**src/sv/hfd_pkg.sv**
```systemverilog
// hfd_pkg: types, result codes and phase codes of the Huffman frame decoder.
// No dependencies; imported by hfd_out_stage and huffman_frame_decoder.
`default_nettype none
package hfd_pkg;

    localparam int MAX_SYMBOLS_DEF = 256;
    localparam int WEIGHT_BITS_DEF = 32;
    localparam int LENGTH_BITS_DEF = 32;

    // result codes
    localparam logic [2:0] OC_SYMBOL   = 3'd0;
    localparam logic [2:0] OC_COMPLETE = 3'd1;
    localparam logic [2:0] OC_EMPTY    = 3'd2;
    localparam logic [2:0] OC_DISCARD  = 3'd3;
    localparam logic [2:0] OC_TOOMANY  = 3'd4;

    // frame phases
    localparam logic [2:0] PH_LENGTH  = 3'd0;
    localparam logic [2:0] PH_COUNT   = 3'd1;
    localparam logic [2:0] PH_ENTRIES = 3'd2;
    localparam logic [2:0] PH_DATA    = 3'd3;
    localparam logic [2:0] PH_EMPTY   = 3'd4;
    localparam logic [2:0] PH_TOOMANY = 3'd5;

    typedef struct packed {
        logic [7:0] data_byte;
        logic       end_of_frame;
    } t_in;

    typedef struct packed {
        logic [7:0] out_symbol;
        logic [2:0] outcome;
        logic       last_of_run;
    } t_out;

    // request from the sequencer to the output stage
    typedef struct packed {
        logic produce;
        logic flush;
        t_out item;
    } t_emit;

endpackage
`default_nettype wire

```
**src/sv/hfd_out_stage.sv**
```systemverilog
// hfd_out_stage: holds one result back so the final result of a byte can be
// marked last_of_run, then drives the strobed result register. Uses hfd_pkg.
`default_nettype none
module hfd_out_stage
    import hfd_pkg::*;
(
    input  wire logic  i_clk,
    input  wire logic  i_rst_n,
    input  wire t_emit i_emit,
    output logic       o_strobe,
    output t_out       o_out
);

    logic r_pv;
    t_out r_pend;
    logic r_out_v;
    t_out r_out;

    // pending result leaves when a newer one arrives (not last) or on flush (last)
    always_ff @(posedge i_clk) begin
        if (!i_rst_n) begin
            r_pv    <= 1'b0;
            r_out_v <= 1'b0;
        end else if (i_emit.flush) begin
            r_out_v <= r_pv;
            r_pv    <= 1'b0;
        end else if (i_emit.produce) begin
            r_out_v <= r_pv;
            r_pv    <= 1'b1;
        end else begin
            r_out_v <= 1'b0;
        end
    end

    always_ff @(posedge i_clk) begin
        if (i_emit.flush) begin
            r_out             <= r_pend;
            r_out.last_of_run <= 1'b1;
        end else if (i_emit.produce) begin
            r_out             <= r_pend;
            r_out.last_of_run <= 1'b0;
            r_pend            <= i_emit.item;
        end
    end

    assign o_strobe = r_out_v;
    assign o_out    = r_out;

endmodule
`default_nettype wire

```
**config.mk**
```make
export PLATFORM = sky130hd
export DESIGN_NAME = hfd_out_stage
export DESIGN_NICKNAME = d
export VERILOG_FILES = /design/src/sv/hfd_pkg.sv /design/src/sv/hfd_out_stage.sv
export SDC_FILE = /design/constraint.sdc
export NUM_CORES = 1
export LEC_CHECK = 0
export ABC_CLOCK_PERIOD_IN_PS = 1400
export CORE_UTILIZATION = 45
export CTS_CLUSTER_DIAMETER = 50
export CTS_CLUSTER_SIZE = 40
export DETAILED_ROUTE_END_ITERATION = 10
export DONT_BUFFER_PORTS = 1
export PLACE_DENSITY = 0.67
export SYNTH_ARGS = -nofsm -noshare
export SYNTH_HDL_FRONTEND = slang
export SYNTH_SLANG_ARGS = --single-unit
export TNS_END_PERCENT = 10
```
**constraint.sdc**
```tcl
create_clock -name i_clk -period 1.4 [get_ports i_clk]
set_input_delay 0.14 -clock i_clk [delete_from_list [all_inputs] [get_ports i_clk]]
set_output_delay 0.14 -clock i_clk [all_outputs]
set_load 0.01 [all_outputs]
```
==> run summary, run 1 <==
status -> finished clean
clock sinks -> 25
Die H -> 46.65 um
hold depth -> 2
CTS clk-pin slew, worst paths -> 110 ps
initial core utilization -> 0.4979
Syn Std Cell Area -> 897.1 um2
GRT overflow -> 0
Setup-failing EPs final -> 0
WHS Endpoint -> o_out[0]$_SDFFE_PP1P_
Slew headroom -> 0.7442
row count -> 15
io pins -> 29
post-layout min period -> 1208 ps
Post-CTS Setup Inserts -> 0
die area -> 2176 um2
worst r2r src -> r_pv$_SDFFE_PP0P_
input/output buffers -> 0
slew at the pin closest to its max-slew limit -> 383.3 ps
crit share post-route -> 0.8627
Initial DRC Count -> 3
total track usage -> 0.1072
worst path cell trace -> dlygate4sd3_1, nor3b_1, dlygate4sd3_1
Synth top area share -> 0.7364
final net count -> 82
gpl congestion -> 0.6692
Min-Delay Path Class -> input port to flop
layout cells sized above 1 -> 0.2462
Max-Cap Viols -> 0
Peak VDD IR -> 0.0006814 V
CP endpoint kind -> flop
DRT Wirelength -> 1088 um
setup TNS -> 0 ps
Syn-to-layout area delta -> 21.48%
Seq/Total Area, Yosys -> 0.8033
leakage -> 0.3982 nW
fmax -> 0.8280 GHz
crit path max-delay cell type -> dlygate4sd3_1
CTS H-Tree Depth -> 1
required time worst endpoint -> 1640 ps
WL/cell -> 12.09 um
HPWL after detailed placement -> 764.8 um
Worst EP arrival -> 1450 ps
CP startpoint kind -> input port
DR vias -> 409
later-pin clock latency in the skew report -> 290 ps
FF-to-FF path depth -> 3
Net Count, Synth -> 62
initial antenna violation count -> 0
CTS tree -> done
Syn. warnings -> 0
largest net degree at the start of global routing -> 14
core area -> 1802 um2
Max Used Layer -> met3
Top cell by count, worst path -> dlygate4sd3_1
Root Driver -> clkbuf_4
antenna-violating nets left -> 0
Die W -> 46.65 um
capture point of the worst reg-to-reg path -> r_pv$_SDFFE_PP0P_
FF+latch count, synth -> 25
Synth area leader -> edfxtp_1
hold_sp -> i_emit[13]
# diodes -> 0
Slew Limit Fails -> 0
vias per inst -> 4.544
DR WL met2 -> 547 um
endpoints failing hold -> 0
Post-Synthesis Cells -> 46
DR pass1 iterations -> 3
unrepaired setup endpoints after global routing -> no
worst-path maximum fanout -> 3
Critical Path Max Stage Delay -> 560 ps
Max Buffers Root-to-Sink -> 2
CTS buffer count -> 3
Clock Skew -> 6.142 ps
Synth area leaders -> edfxtp_1 (74%), dfxtp_1 (6.7%), nor2b_2 (5.9%), nor2b_4 (3.1%), nor2_4 (2.5%)
P per Cell Area -> 1181 nW/um2
R2R Setup Slk -> 240 ps
metal1 wirelength -> 457 um
vias in the first global route -> 371
Avg Cell Area, Syn -> 19.50 um2
library cells used by synthesis -> 12
Final Util -> 0.6049
# DRC -> 0
global-route wire length before repair -> 1580 um
Crit Path Class -> input port to flop
met3 routed WL -> 84 um
-- synth_stat cells --
cell type,instances
a21o_2,1
buf_12,1
dfxtp_1,3
edfxtp_1,22
inv_1,2
nand2_1,1
nor2_1,2
nor2_4,2
nor2b_1,3
nor2b_2,6
nor2b_4,2
nor3b_1,1
-- critical path: cells and delay by family --
kind	cells	cell delay, ps
simple gates	1	190
buf+inv	2	1110
-- power breakdown --
part / switching [mW] / total [mW] / leakage [nW] / internal (mW)
Clock: 0.178 / 0.289 / 0.0150 / 0.111
Combinational: 0.0343 / 0.0868 / 0.140 / 0.0526
Sequential: 0.0355 / 0.912 / 0.243 / 0.877
Total: 0.248 / 1.29 / 0.398 / 1.04
-- metrics by stage --
stage	hold slack [ps]	power [mW]	setup WS [ps]	cells	cell area, um2
after floorplan	216.1	0.9747	341.5	46	897.1
after global placement	217.9	0.9820	591.8	72	923.4
after detailed placement	219.7	0.9866	589.8	72	923.4
after CTS	20.10	1.303	225.6	90	1090
after global routing	27.31	1.344	177.6	90	1090
final	30.19	1.288	192.3	90	1090
-- layout make-up --
class	instances	area [um2]
flip-flops and latches	25	720.7
fillers	155	711.9
multi-input cells	18	148.9
clock buffers	4	26.28
repair buffers	16	155.1
well taps	25	31.28
inverters	2	7.507
-- flip-flops by register name, summed over array words and instances, names as in the netlist --
| name | cells |
|---|---|
| o_out | 12 |
| o_strobe | 1 |
| r_pend | 11 |
| r_pv | 1 |
-- worst max-delay path by stage --
stage                     cells past startpoint  slack [ps]                    to              start
final                                         3         190     r_pv$_SDFFE_PP0P_         i_emit[12]
after global routing                          3         180     r_pv$_SDFFE_PP0P_  r_pv$_SDFFE_PP0P_
after CTS                                     3         230     r_pv$_SDFFE_PP0P_         i_emit[12]
after detailed placement                      3         590    o_out[8]$_DFFE_PP_         i_emit[13]
after global placement                        3         590    o_out[9]$_DFFE_PP_         i_emit[13]
after floorplan                               2         340  r_pend[10]$_DFFE_PP_         i_emit[13]
-- cell usage in the layout, fill, tap and decap left out --
| cell type | count |
|---|---|
| nor2b_2 | 6 |
| nor2b_1 | 3 |
| nor3b_1 | 1 |
| nor2_4 | 2 |
| dlygate4sd3_1 | 14 |
| nor2_1 | 2 |
| buf_4 | 2 |
| nor2b_4 | 2 |
| edfxtp_1 | 22 |
| inv_1 | 2 |
| a21o_2 | 1 |
| clkbuf_1 | 1 |
| dfxtp_1 | 3 |
| nand2_1 | 1 |
| clkbuf_4 | 3 |
-- layer usage --
metal,track usage,up-vias
li1,-,197
met1,0.1160,188
met2,0.1833,24
met3,0.05098,0
met4,0.03429,0
met5,0,-
-- timing repair --
item,in CTS,in global routing
gates resized for setup,0,0
hold endpoints to repair,14,0
hold buffers,14,0
-- cell families after synthesis --
group,count (synthesis),share of synthesized area
AOI/OAI and AO/OA,1,0.009765
buffers and inverters,3,0.03069
DFF,25,0.8033
and+or+nand+nor,17,0.1562
(Power assumes the default switching activity.)
==> inputs of run 2 (changes only) <==
--- a/config.mk
+++ b/config.mk
@@ -5,13 +5,13 @@
 export SDC_FILE = /design/constraint.sdc
 export NUM_CORES = 1
 export LEC_CHECK = 0
-export ABC_CLOCK_PERIOD_IN_PS = 1400
+export ABC_CLOCK_PERIOD_IN_PS = 1300
 export CORE_UTILIZATION = 45
 export CTS_CLUSTER_DIAMETER = 50
 export CTS_CLUSTER_SIZE = 40
 export DETAILED_ROUTE_END_ITERATION = 10
 export DONT_BUFFER_PORTS = 1
-export PLACE_DENSITY = 0.67
+export PLACE_DENSITY = 0.61
 export SYNTH_ARGS = -nofsm -noshare
 export SYNTH_HDL_FRONTEND = slang
 export SYNTH_SLANG_ARGS = --single-unit
==> constraint.sdc (replaced) <==
create_clock -name i_clk -period 1.3 [get_ports i_clk]
set_input_delay 0.13 -clock i_clk [delete_from_list [all_inputs] [get_ports i_clk]]
set_output_delay 0.13 -clock i_clk [all_outputs]
set_load 0.01 [all_outputs]
==> run summary, run 2 (synthesized netlist as in run 1, its figures left out) <==
CP endpoint kind -> flop
CTS buffer count -> 3
# fillers -> 165
most common cell after layout, fill and taps aside -> edfxtp_1
required time worst endpoint -> 1560 ps
die area -> 2176 um2
Die W -> 46.65 um
vias in the first global route -> 442
WL/cell -> 13.26 um
Max-Cap Viols -> 0
post-layout min period -> 1176 ps
antenna-violating nets left -> 0
P per Cell Area -> 1275 nW/um2
io pins -> 29
Root Driver -> clkbuf_4
layout cells sized above 1 -> 0.2576
clock sinks -> 25
# DRC -> 0
DR pass1 iterations -> 2
post-placement cell count -> 72
Slew headroom -> 0.7379
global-route wire length before repair -> 1890 um
Setup-failing EPs final -> 0
met3 routed WL -> 73 um
Peak VDD IR -> 0.0005851 V
WHS Endpoint -> o_strobe$_SDFF_PN0_
total track usage -> 0.1310
Crit Path Class -> input port to flop
status -> finished clean
final net count -> 83
later-pin clock latency in the skew report -> 300 ps
hold_sp -> i_emit[12]
storage element area -> 720.7 um2
input/output buffers -> 0
core area -> 1802 um2
hold depth -> 3
# diodes -> 0
unrepaired setup endpoints after global routing -> no
Max Buffers Root-to-Sink -> 2
vias per inst -> 4.473
initial antenna violation count -> 0
endpoints failing hold -> 0
max reg flops -> 12
initial core utilization -> 0.4979
DRT Wirelength -> 1207 um
Min-Delay Path Class -> input port to flop
worst-path maximum fanout -> 3
FF-to-FF path depth -> 3
GRT overflow -> 0
CP startpoint kind -> input port
fmax -> 0.8503 GHz
crit share post-route -> 0.9047
Slew Limit Fails -> 0
CTS clk-pin slew, worst paths -> 130 ps
row count -> 15
capture point of the worst reg-to-reg path -> r_pv$_SDFFE_PP0P_
Post-CTS Setup Inserts -> 0
slew at the pin closest to its max-slew limit -> 392.8 ps
area of the multi-input gates -> 148.9 um2
commonest cells after routing, fill and taps aside -> edfxtp_1 (22), dlygate4sd3_1 (15), nor2b_2 (6)
metal1 wirelength -> 547 um
non-filler cells, final -> 91
Die H -> 46.65 um
DR WL met2 -> 587 um
CTS H-Tree Depth -> 1
largest net degree at the start of global routing -> 15
Syn-to-layout area delta -> 22.73%
HPWL after detailed placement -> 798.7 um
CTS tree -> done
Crit. Startpoint -> i_emit[12]
Clock Skew -> 4.878 ps
Worst EP arrival -> 1440 ps
Max Used Layer -> met3
leakage -> 0.4051 nW
DR vias -> 407
R2R Setup Slk -> 130 ps
gpl congestion -> 0.7022
setup TNS -> 0 ps
worst r2r src -> r_pv$_SDFFE_PP0P_
Initial DRC Count -> 1
run 2: per-stage QoR:
step	total power [mW]	utilization	setup WS [ps]	hold WS (ps)	area, um2
final	1.404	0.6111	123.9	172.7	1101
after global routing	1.469	0.6111	49.82	147.8	1101
after CTS	1.417	0.6111	128.0	163.3	1101
after detailed placement	1.064	0.5125	487.0	215.0	923.4
after global placement	1.057	0.5125	494.4	208.3	923.4
after floorplan	1.050	-	251.5	206.1	897.1
run 2: cell type report:
| type | count | share of cell area |
|---|---|---|
| sequential | 25 | 0.6545 |
| multi-input combinational | 18 | 0.1352 |
| inverter | 2 | 0.006818 |
| clock buffer | 3 | 0.02045 |
| tap | 25 | 0.02841 |
| clock inverter | 1 | 0.004545 |
| timing repair buffer | 17 | 0.1500 |
run 2: what timing repair did:
item,CTS,global route
resized for setup,0,0
hold endpoints to repair,14,0
hold buffers,15,0
run 2: metal layers:
layer,up-vias,GRT usage
li1,200,-
met1,184,0.1645
met2,23,0.2111
met3,0,0.03922
met4,0,0.05143
met5,-,0
run 2: power breakdown:
group | internal, mW | switching [mW]
clock | 0.115 | 0.209
sequential | 0.944 | 0.0376
combinational | 0.0586 | 0.0392
total | 1.12 | 0.286
run 2: worst max-delay path by stage:
stage	end	slack (ps)	cells after the start
2_1_floorplan	r_pend[10]$_DFFE_PP_	250	2
3_3_place_gp	o_out[8]$_DFFE_PP_	490	3
3_5_place_dp	o_out[6]$_DFFE_PP_	490	2
4_1_cts	r_pv$_SDFFE_PP0P_	130	3
5_1_grt	r_pv$_SDFFE_PP0P_	50	3
6_report	r_pv$_SDFFE_PP0P_	120	3
run 2: critical path: stages:
cell           delay, ps
dlygate4sd3_1        550
nor3b_1              190
dlygate4sd3_1        560
==> inputs of run 3 (changes only) <==
--- a/config.mk
+++ b/config.mk
@@ -12,6 +12,7 @@
 export DETAILED_ROUTE_END_ITERATION = 10
 export DONT_BUFFER_PORTS = 1
 export PLACE_DENSITY = 0.61
+export SETUP_SLACK_MARGIN = 0.4
 export SYNTH_ARGS = -nofsm -noshare
 export SYNTH_HDL_FRONTEND = slang
 export SYNTH_SLANG_ARGS = --single-unit
==> run summary, run 3 (synthesized netlist as in run 1, its figures left out) <==
status -> finished clean
most common cell after layout, fill and taps aside -> edfxtp_1
CP endpoint kind -> primary output
total track usage -> 0.1168
Crit Path Class -> flop to primary output
worst r2r src -> r_pend[1]$_DFFE_PP_
post-layout min period -> 890.5 ps
gpl congestion -> 0.6628
antenna-violating nets left -> 0
hold depth -> 2
Min-Delay Path Class -> input port to flop
FF-to-FF path depth -> 1
fmax -> 1.123 GHz
CP startpoint kind -> flop
final net count -> 82
CTS tree -> done
WL/cell -> 12.62 um
CTS buffer count -> 3
crit share post-route -> 0.6850
Initial DRC Count -> 14
leakage -> 0.3951 nW
commonest cells after routing, fill and taps aside -> edfxtp_1 (22), dlygate4sd3_1 (14), nor2b_2 (6)
die area -> 2176 um2
DRT Wirelength -> 1136 um
io pins -> 29
largest net degree at the start of global routing -> 16
DR vias -> 425
max reg flops -> 12
Syn-to-layout area delta -> 22.18%
required time worst endpoint -> 1170 ps
Slew Limit Fails -> 0
Die H -> 46.65 um
Clock Skew -> 11.47 ps
hold_sp -> i_emit[13]
global-route wire length before repair -> 1676 um
Hold WS -> 16.66 ps
Peak VDD IR -> 0.0006366 V
Post-CTS Setup Inserts -> 0
Tot Pwr -> 1.408 mW
Root Driver -> clkbuf_4
Slew headroom -> 0.7540
cell area after layout -> 1096 um2
Die W -> 46.65 um
post-placement cell area -> 925.9 um2
GRT overflow -> 0
Final Util -> 0.6083
R2R Setup Slk -> 510 ps
later-pin clock latency in the skew report -> 310 ps
HPWL after detailed placement -> 844.9 um
vias per inst -> 4.722
# fillers -> 156
Max Buffers Root-to-Sink -> 2
CTS H-Tree Depth -> 1
endpoints failing hold -> 0
capture point of the worst reg-to-reg path -> o_out[1]$_DFFE_PP_
unrepaired setup endpoints after global routing -> yes
WHS Endpoint -> o_out[0]$_SDFFE_PP1P_
DR pass1 iterations -> 4
# diodes -> 0
setup TNS -> 0 ps
Max-Cap Viols -> 0
Setup-failing EPs final -> 0
input/output buffers -> 0
P per Cell Area -> 1284 nW/um2
vias in the first global route -> 411
Worst EP arrival -> 760 ps
clock sinks -> 25
worst-path maximum fanout -> 1
initial core utilization -> 0.4979
CTS clk-pin slew, worst paths -> 130 ps
# DRC -> 0
slew at the pin closest to its max-slew limit -> 368.7 ps
initial antenna violation count -> 0
layout cells sized above 1 -> 0.2769
post-cts resize count -> 0
row count -> 15
core area -> 1802 um2
run 3: cell types whose count changed in the layout (fill, tap and decap cells not counted):
cell | before | now
clkinv_2 | 1 | 0
nor2_1 | 2 | 1
nor2_2 | 0 | 1
clkinvlp_4 | 0 | 1
dlygate4sd3_1 | 15 | 14
run 3: how the worst max path moves through the flow:
stage | from | endpoint | slack [ps] | depth (start not counted)
detailed placement | i_emit[13] | o_out[11]$_DFFE_PP_ | 490 | 3
floorplan | i_emit[13] | o_out[10]$_DFFE_PP_ | 420 | 3
CTS | o_out[4]$_DFFE_PP_ | o_out[4] | 390 | 0
finish | o_out[4]$_DFFE_PP_ | o_out[4] | 410 | 0
global route | o_out[7]$_DFFE_PP_ | o_out[7] | 360 | 0
global placement | i_emit[13] | o_out[8]$_DFFE_PP_ | 500 | 3
run 3: report_power, final:
group	internal, mW	switching (mW)
clock	0.117	0.212
combinational	0.0572	0.0389
sequential	0.944	0.0383
total	1.12	0.289
run 3: metrics by stage:
| stage | cells | setup slack, ps |
|---|---|---|
| detailed placement | 72 | 485.9 |
| finish | 90 | 409.5 |
| CTS | 90 | 393.2 |
| global placement | 72 | 499.7 |
| global route | 90 | 359.1 |
| floorplan | 46 | 420.6 |
run 3: repair_timing:
item	in CTS	in global routing
hold buffers	14	0
setup endpoints to repair	3	12
endpoints found under the hold margin	14	0
run 3: final cells by class:
type	instances	area, um2	area share
clock inverters	1	7.507	0.006849
multi-input cells	18	151.4	0.1381
clock buffers	3	22.52	0.02055
flip-flops and latches	25	720.7	0.6575
well taps	25	31.28	0.02854
inverters	2	7.507	0.006849
repair buffers	16	155.1	0.1416
run 3: layer usage:
metal  track usage  part of all wire
met4       0.05143                 0
met3       0.03922             0.064
met5             0                 0
met1        0.1355              0.40
met2        0.1944              0.53
